===== config.mk =====
export PLATFORM = sky130hd
export DESIGN_NAME = bbm_locate
export DESIGN_NICKNAME = d
export VERILOG_FILES = /design/src/design/bbm_pkg.sv /design/src/design/bbm_locate.sv
export SDC_FILE = /design/constraint.sdc
export NUM_CORES = 1
export LEC_CHECK = 0
export BUFFER_PORTS_ARGS = -buffer_cell sky130_fd_sc_hd__buf_2
export CAP_MARGIN = 20
export CORE_MARGIN = 3
export CORE_UTILIZATION = 40
export DETAILED_ROUTE_END_ITERATION = 10
export MAX_ROUTING_LAYER = met4
export PLACE_DENSITY_LB_ADDON = 0.15
export SYNTH_ARGS = -nofsm -noshare
export SYNTH_HDL_FRONTEND = slang
export SYNTH_SLANG_ARGS = --single-unit

===== constraint.sdc =====
create_clock -name i_clk -period 1.2 [get_ports i_clk]
set_clock_uncertainty 0.1 [all_clocks]
set_input_delay 0 -clock i_clk [delete_from_list [all_inputs] [get_ports i_clk]]
set_output_delay 0 -clock i_clk [all_outputs]
set_load 0.1 [all_outputs]

===== src/design/bbm_pkg.sv =====
// Shared widths, operation codes, types and helpers for the blocked bitset membership table.
package bbm_pkg;

    localparam int FUNC_W = 3;
    localparam int ID_W   = 16;
    localparam int BIDX_W = 10;
    localparam int MASK_W = 64;
    localparam int CNT_W  = 17;
    localparam int POP_W  = 7;
    localparam int OFF_W  = 6;

    localparam int DEF_BLOCK_SIZE = 64;
    localparam int DEF_NUM_BLOCKS = 1024;

    typedef enum logic [FUNC_W-1:0] {
        FN_TEST   = 3'd0,
        FN_ADD    = 3'd1,
        FN_REMOVE = 3'd2,
        FN_AND    = 3'd3,
        FN_OR     = 3'd4,
        FN_ANDNOT = 3'd5,
        FN_CLEAR  = 3'd6,
        FN_READ   = 3'd7
    } t_func;

    // Where an entity id lands in the block memory.
    typedef struct packed {
        logic [ID_W-1:0]  blk;
        logic [OFF_W-1:0] off;
        logic             ok;
    } t_loc;

    // Population count of a 64-bit word as a balanced adder tree.
    function automatic logic [POP_W-1:0] f_pop64(input logic [MASK_W-1:0] v);
        logic [1:0] s1 [32];
        logic [2:0] s2 [16];
        logic [3:0] s3 [8];
        logic [4:0] s4 [4];
        logic [5:0] s5 [2];
        for (int i = 0; i < 32; i++) s1[i] = {1'b0, v[2*i]} + {1'b0, v[2*i+1]};
        for (int i = 0; i < 16; i++) s2[i] = {1'b0, s1[2*i]} + {1'b0, s1[2*i+1]};
        for (int i = 0; i < 8; i++)  s3[i] = {1'b0, s2[2*i]} + {1'b0, s2[2*i+1]};
        for (int i = 0; i < 4; i++)  s4[i] = {1'b0, s3[2*i]} + {1'b0, s3[2*i+1]};
        for (int i = 0; i < 2; i++)  s5[i] = {1'b0, s4[2*i]} + {1'b0, s4[2*i+1]};
        return {1'b0, s5[0]} + {1'b0, s5[1]};
    endfunction

endpackage


===== src/design/bbm_locate.sv =====
// Splits an entity id into block number and bit offset by reciprocal multiplication.
module bbm_locate #(
    parameter int BLOCK_SIZE = 64,
    parameter int NUM_BLOCKS = 1024
) (
    input  logic                     i_clk,
    input  logic                     i_load,
    input  logic [bbm_pkg::ID_W-1:0] i_entity_id,
    output bbm_pkg::t_loc            o_loc
);
    import bbm_pkg::*;

    // Exact quotient for every 16-bit id: q = (id * RECIP) >> SH.
    localparam int    LOG_B   = $clog2(BLOCK_SIZE);
    localparam int    SH      = ID_W + LOG_B;
    localparam longint RECIP  = ((longint'(1) << SH) + BLOCK_SIZE - 1) / BLOCK_SIZE;
    localparam int    RECIP_W = ID_W + 2;
    localparam int    PROD_W  = ID_W + RECIP_W;

    logic [ID_W-1:0]   r_eid;
    logic [PROD_W-1:0] r_prod;
    logic [ID_W-1:0]   w_quo;
    logic [ID_W-1:0]   w_rem;

    always_ff @(posedge i_clk) begin
        if (i_load) begin
            r_eid  <= i_entity_id;
            r_prod <= PROD_W'(i_entity_id) * PROD_W'(RECIP_W'(RECIP));
        end
    end

    assign w_quo = ID_W'(r_prod >> SH);
    assign w_rem = r_eid - ID_W'(w_quo * ID_W'(BLOCK_SIZE));

    assign o_loc.blk = w_quo;
    assign o_loc.off = w_rem[OFF_W-1:0];
    assign o_loc.ok  = ({1'b0, w_quo} < (ID_W+1)'(NUM_BLOCKS));

endmodule

==> results of run 1 <==
==> cells in the mapped netlist <==
cell      number  share of area (%)
conb_1         2                1.4
edfxtp_1      16                 89
buf_4          7                9.7
==> power breakdown <==
part	total (mW)	internal, mW	switching [mW]
clock network	0.289	0.121	0.168
logic	0.528	0.0803	0.448
registers	0.671	0.663	0.00859
==> path summary, 6_finish.rpt <==
kind | from | endpoint | slack (ns) | cells after the start
min | i_load | r_prod[29]$_DFFE_PP_ | 0.03 | 1
max | r_prod[25]$_DFFE_PP_ | o_loc[10] | 0.04 | 1
==> kinds of logic after synthesis <==
family	count (synthesis)	synth area share (%)
buf+inv	7	9.72
flops	16	88.9
other cells	2	1.39
==> final cells by class <==
type / instances / area (µm²)
clock buffer: 3 / 22.5
clock inverter: 1 / 3.75
fill: 80 / 310
multi-input combinational: 7 / 26.3
sequential: 16 / 480
tap: 14 / 17.5
timing repair buffer: 49 / 325
==> what timing repair did <==
item,4_1_cts,5_1_grt
gates resized for setup,0,0
hold buffers,16,0
endpoints found under the hold margin,16,0
setup endpoints to repair,0,0
==> per-layer routing <==
metal	GRT usage (%)	share of wire (%)	routed length (µm)	vias up
met1	11.7	31	339	165
met5	-	0	0	-
li1	-	-	-	177
met3	3.39	10	113	2
met4	7.45	0.54	6	0
met2	25.4	59	649	25
==> cell usage in the layout (no fill, tap or decap) <==
cell type      synthesis  routed
clkbuf_4               0       3
edfxtp_1              16      16
clkinv_1               0       1
buf_2                  0      33
conb_1                 2       7
dlygate4sd3_1          0      16
==> stage by stage <==
step | total power [mW] | hold WS (ns)
floorplan | 1.12 | -0.00113
finish | 1.49 | 0.0286
detailed placement | 1.17 | 0.0781
CTS | 1.49 | 0.0377
global placement | 1.17 | 0.0775
global route | 1.53 | 0.0380
==> results.yml, run 1 <==
clock_network:
  cts_root_buf: "clkbuf_4"
  post_cts_buffers: 0
  numCtsBuffers: 3
  cts_htree_levels: 1
  cts_sinks: 16
  cts_tree: "built"
  clockBufferDepth: 2
  clkTransAtPathRegs_ns: 0.10
global_routing:
  grt_pass1_vias: 377
  globalRouteOverflowTotal: 0
  grtUsageTotal_pct: 13.5
  grt_pass1_wl_mm: 1.64
  antenna_found_initial: 0
  grt_max_degree: 17
detailed_routing:
  drt_first_pass_iters: 1
  wl_per_cell_um: 12.3
  route.detailed.drc: 0
  drt-initial-drc-count: 0
  ant_nets: 0
  vias_per_cell: 4.10
  vias: 369
  routed_wl_mm: 1.11
outcome:
  status: "finished, final reports clean"
synth:
  synth_seq_cells: 16
  ys.warnings.count: 0
  yosysSeqAreaShare_pct: 88.9
  ys_types: 3
  synthesis.area_um2: 541
  synth_cells: 25
  syn_avg_cell_area_um2: 21.6
power_and_ir_drop:
  peakVddDrop_uv: 1060
  leakage_nw: 0.391
  powerDensity_nw_per_um2: 1700
timing:
  period_share_pct: 97.0
  max_freq_mhz: 859
  setup_slack_ns: 0.0360
  timing.final.hold_violations: 0
  setup_violations: 0
  period_needed_ns: 1.16
  maxSlewViolCount: 0
  fin_tns_setup_ns: 0
  rsz0062_at_grt: "false"
setup_path:
  cp_data_required_time_ns: 1.10
  crit_slowest_cell: "buf_2"
  cp_cell_sequence: "buf_2"
  max_stage_delay_ns: 0.42
  worstSetupEndpointType: "output pin"
  worstPathArrival_ns: 1.06
  start_kind: "register"
  critPathTopFamily: "buffers and inverters"
  crit_fanout: 1
  path_buf_inv: 1
  critical_path_class: "register to output pin"
die:
  initial_core_util_pct: 45.6
  rows: 12
  dieArea_um2: 1830
  die_h_um: 42.8
  coreArea_um2: 1190
  die_w_um: 42.8
  ios: 41
final_layout:
  drive_gt1_share_pct: 47.4
  finalNonFillerCells: 90
  reg_top3: "r_prod x16"
  regMostFlops: "r_prod"
  final_area_um2: 876
  area_growth_pct: 62.0
  final_nets: 95
  diodes: 0
  largest_reg_flops: 16
  postLayoutCoreUtil_pct: 73.8
placed_design:
  pre_cts_ws_ns: 0.364
  gp_congestion: 0.606
  io_buffers: 33
  placedCellCount: 70
  placed_area_um2: 689
run:
  drv_cap: 0
hold_path:
  hold_class: "input pin to register"
(Power assumes the default switching activity.)
==> inputs of run 2 (changes only) <==
--- a/config.mk
+++ b/config.mk
@@ -12,6 +12,7 @@
 export DETAILED_ROUTE_END_ITERATION = 10
 export MAX_ROUTING_LAYER = met4
 export PLACE_DENSITY_LB_ADDON = 0.15
+export SETUP_SLACK_MARGIN = 0.3
 export SYNTH_ARGS = -nofsm -noshare
 export SYNTH_HDL_FRONTEND = slang
 export SYNTH_SLANG_ARGS = --single-unit
==> run 2 against run 1 <==
Net effect:
- global-route usage increased by 2.0 points
- critical path depth unchanged
- hold slack improved by 0.013 ns
- combinational power increased by 11%
- largest power group unchanged
==> results.yml, run 2 (synthesis gave the netlist of run 1 again) <==
clock_network:
  cts_htree_levels: 1
  cts_root_buf: "clkbuf_4"
  cts_tree: "built"
  clkTransAtPathRegs_ns: 0.09
  numCtsBuffers: 3
  clockBufferDepth: 2
  cts_sinks: 16
detailed_routing:
  vias: 378
  route.detailed.drc: 0
  wl_per_cell_um: 13.8
  routed_wl_mm: 1.24
  drt_first_pass_iters: 2
  drt-initial-drc-count: 6
  vias_per_cell: 4.20
  ant_nets: 0
power_and_ir_drop:
  pwr-share-clk_pct: 17.8
  leakage_nw: 0.429
  combPwrFrac_pct: 37.9
  peakVddDrop_uv: 1200
  power.total_mw: 1.55
  powerDensity_nw_per_um2: 1570
  intPower_mw: 0.923
  swShare_pct: 40.5
  pwr-share-seq_pct: 44.2
  p_sw_mw: 0.628
global_routing:
  grt_pass1_wl_mm: 1.92
  grt_pass1_vias: 401
  globalRouteOverflowTotal: 0
  antenna_found_initial: 0
  grtUsageTotal_pct: 15.5
  grt_max_degree: 17
final_layout:
  diodes: 0
  finalNonFillerCells: 90
  regMostFlops: "r_prod"
  final_nets: 95
  final_cell_mix: "17 x buf_2, 16 x dlygate4sd3_1, 16 x edfxtp_1"
  postLayoutCoreUtil_pct: 83.2
  num-fill-cells: 65
  drive_gt1_share_pct: 47.4
  mostFrequentLayoutCell: "buf_2"
  seq_area_um2: 480
  multi_input_area_um2: 26.3
  largest_reg_flops: 16
  area_growth_pct: 82.6
  reg_top3: "r_prod x16"
die:
  die_w_um: 42.8
  initial_core_util_pct: 45.6
  rows: 12
  die_h_um: 42.8
  ios: 41
  coreArea_um2: 1190
  dieArea_um2: 1830
hold_path:
  hold_class: "input pin to register"
  hold_depth: 1
timing:
  rsz0062_at_grt: "true"
  period_share_pct: 83.5
  maxSlewViolCount: 0
  timing.final.hold_violations: 0
  period_needed_ns: 1.00
  max_freq_mhz: 998
  setup_slack_ns: 0.198
  fin_tns_setup_ns: 0
  setup_violations: 0
placed_design:
  pre_cts_ws_ns: 0.364
  placedCellCount: 70
  gp_congestion: 0.606
  io_buffers: 33
setup_path:
  start_kind: "register"
  worstSetupEndpointType: "output pin"
  max_stage_delay_ns: 0.43
  cp_data_required_time_ns: 1.10
  path_depth: 1
  crit_slowest_cell: "edfxtp_1"
  crit_fanout: 1
  path_buf_inv: 1
  critical_path_class: "register to output pin"
  critPathTopFamily: "flip-flops"
  cp_cell_sequence: "buf_8"
  worstPathArrival_ns: 0.90
outcome:
  status: "finished, final reports clean"
run:
  drv_cap: 0
-- run 2: cell types whose count changed in the layout (fill, tap and decap cells not counted) --
cell	before	now
buf_8	0	3
buf_2	33	17
buf_6	0	13
-- run 2: worst paths after layout --
| path | start | end |
|---|---|---|
| worst max-delay path | r_prod[25]$_DFFE_PP_ | o_loc[10] |
| worst min-delay path | i_load | r_prod[29]$_DFFE_PP_ |
-- run 2: layout make-up --
type,instances,share of cell area (%)
clock buffers,3,2.28
clock inverters,1,0.380
repair buffers,49,44.2
multi-input cells,7,2.66
well taps,14,1.77
flip-flops and latches,16,48.7
-- run 2: metrics by stage --
step                instance area [µm²]  hold WS, ns
floorplan                           559     -0.00113
global placement                    689       0.0775
detailed placement                  689       0.0781
CTS                                 976       0.0377
global route                        987       0.0440
finish                              987       0.0415
-- run 2: timing repair --
action	4_1_cts	5_1_grt
hold buffers	16	0
setup endpoints to repair	16	16
hold endpoints to repair	16	0
setup buffers	0	0
resized for setup	32	3
-- run 2: power groups by stage --
stage | Combinational [mW] | Sequential (mW) | Clock [mW]
detailed placement | 0.487 | 0.684 | 0
finish | 0.588 | 0.686 | 0.277
floorplan | 0.112 | 1.00 | 0
global placement | 0.485 | 0.683 | 0
global route | 0.601 | 0.690 | 0.310
CTS | 0.579 | 0.682 | 0.288
-- run 2: metal layers --
metal | vias up | wire length, µm | GRT usage, %
met3 | 2 | 109 | 4.66
met1 | 174 | 361 | 15.0
met4 | 0 | 12 | 5.59
met5 | - | 0 | -
li1 | 177 | - | -
met2 | 25 | 757 | 28.4
==> inputs of run 3 (changes only) <==
--- a/config.mk
+++ b/config.mk
@@ -8,7 +8,7 @@
 export BUFFER_PORTS_ARGS = -buffer_cell sky130_fd_sc_hd__buf_2
 export CAP_MARGIN = 20
 export CORE_MARGIN = 3
-export CORE_UTILIZATION = 40
+export CORE_UTILIZATION = 37
 export DETAILED_ROUTE_END_ITERATION = 10
 export MAX_ROUTING_LAYER = met4
 export PLACE_DENSITY_LB_ADDON = 0.15
==> constraint.sdc (replaced) <==
create_clock -name i_clk -period 1 [get_ports i_clk]
set_clock_uncertainty 0.1 [all_clocks]
set_input_delay 0 -clock i_clk [delete_from_list [all_inputs] [get_ports i_clk]]
set_output_delay 0 -clock i_clk [all_outputs]
set_load 0.1 [all_outputs]
==> run 3 against run 2 <==
Net effect:
- the run now ends with hold timing left
- sequential share of layout area shrank 5.9 points
- via count shrank 5.8%
- sequential power grew 22%
- core utilization grew 1.0 points
- routed wire length shrank 6.8%
- first-iteration DRC count shrank 83%
- largest power group unchanged
- worst setup slack lost 0.19 ns
- flip-flop and latch count is the same
==> results.yml, run 3 (synthesis gave the netlist of run 1 again) <==
clock_network:
  cts_htree_levels: 1
  cts_sinks: 16
  numCtsBuffers: 3
  cts_root_buf: "clkbuf_4"
  cts_tree: "built"
  clockBufferDepth: 2
  clkTransAtPathRegs_ns: 0.08
final_layout:
  area_growth_pct: 108
  diodes: 0
  regMostFlops: "r_prod"
  final_nets: 95
  postLayoutCoreUtil_pct: 84.2
  mostFrequentLayoutCell: "buf_2"
  largest_reg_flops: 16
  num-fill-cells: 69
  drive_gt1_share_pct: 48.0
  final_cell_mix: "17 x buf_2, 16 x buf_12, 16 x edfxtp_1"
  reg_top3: "r_prod x16"
global_routing:
  globalRouteOverflowTotal: 0
  grtUsageTotal_pct: 13.2
  grt_pass1_vias: 333
  grt_max_degree: 17
  antenna_found_initial: 0
  grt_pass1_wl_mm: 1.66
die:
  die_h_um: 44.2
  die_w_um: 44.2
  ios: 41
  coreArea_um2: 1330
  dieArea_um2: 1960
  initial_core_util_pct: 40.5
  rows: 13
placed_design:
  io_buffers: 33
  gp_congestion: 0.643
  pre_cts_ws_ns: 0.251
setup_path:
  worstPathArrival_ns: 0.90
  worstSetupEndpointType: "output pin"
  path_buf_inv: 1
  crit_fanout: 1
  critical_path_class: "register to output pin"
  start_kind: "register"
  critPathTopFamily: "flip-flops"
  cp_cell_sequence: "buf_12"
  crit_slowest_cell: "edfxtp_1"
  cp_data_required_time_ns: 0.90
  max_stage_delay_ns: 0.43
detailed_routing:
  vias_per_cell: 3.96
  route.detailed.drc: 0
  vias: 356
  drt_first_pass_iters: 3
  ant_nets: 0
  drt-initial-drc-count: 1
  wl_per_cell_um: 12.9
  routed_wl_mm: 1.16
timing:
  period_needed_ns: 0.995
  fin_tns_setup_ns: 0
  max_freq_mhz: 1000
  setup_violations: 0
  hold_slack_ns: -0.0206
  maxSlewViolCount: 0
  timing.final.hold_violations: 3
  period_share_pct: 99.5
  rsz0062_at_grt: "true"
  setup_slack_ns: 0.00484
power_and_ir_drop:
  power.total_mw: 1.94
  peakVddDrop_uv: 1070
  leakage_nw: 0.513
  powerDensity_nw_per_um2: 1730
outcome:
  status: "complete, but fails checks"
  violations: "hold timing"
hold_path:
  hold_class: "input pin to register"
run:
  drv_cap: 0
run 3: cell types whose count changed in the layout (fill, tap and decap cells not counted):
cell            before  now
dlymetal6s4s_1       0    4
buf_12               0   16
buf_6               13    0
buf_8                3    0
dlygate4sd3_1       16   12
clkinv_1             1    0
run 3: report_power, final:
part / leakage (nW) / switching [mW] / internal (mW)
clock network: 0.0138 / 0.166 / 0.139
registers: 0.157 / 0.0405 / 0.799
logic: 0.342 / 0.538 / 0.256
run 3: repair_timing:
action                                 in CTS  in global routing
setup endpoints to repair                  16                 20
gates resized for setup                     0                  4
endpoints found under the hold margin      16                  9
hold buffers                               10                  6
setup buffers                               0                  0
pin swaps                                   0                  0
run 3: metal layers:
metal / share of wire (%) / vias up / global-route usage (%)
li1: - / 176 / -
met2: 55 / 25 / 22.7
met3: 11 / 0 / 5.69
met1: 33 / 155 / 12.2
met4: 0 / 0 / 7.23
met5: 0 / - / -
run 3: final timing paths:
path | from | endpoint | cells past startpoint
hold / removal | i_entity_id[12] | r_prod[28]$_DFFE_PP_ | 2
setup / recovery | r_prod[22]$_DFFE_PP_ | o_loc[7] | 1
run 3: final cells by class:
class | count | area [µm²] | area share (%)
Tap cell | 15 | 18.8 | 1.67
Timing Repair Buffer | 49 | 576 | 51.2
Sequential cell | 16 | 480 | 42.8
Clock buffer | 3 | 22.5 | 2.00
Multi-Input combinational cell | 7 | 26.3 | 2.34
run 3: through the flow:
| step | std cells | instance area [µm²] | hold WS [ns] |
|---|---|---|---|
| after floorplan | 30 | 559 | -0.00113 |
| after global placement | 71 | 931 | 0.0767 |
| after detailed placement | 71 | 931 | 0.0783 |
| after CTS | 84 | 1050 | -0.208 |
| after global routing | 90 | 1120 | -0.0190 |
| final | 90 | 1120 | -0.0206 |
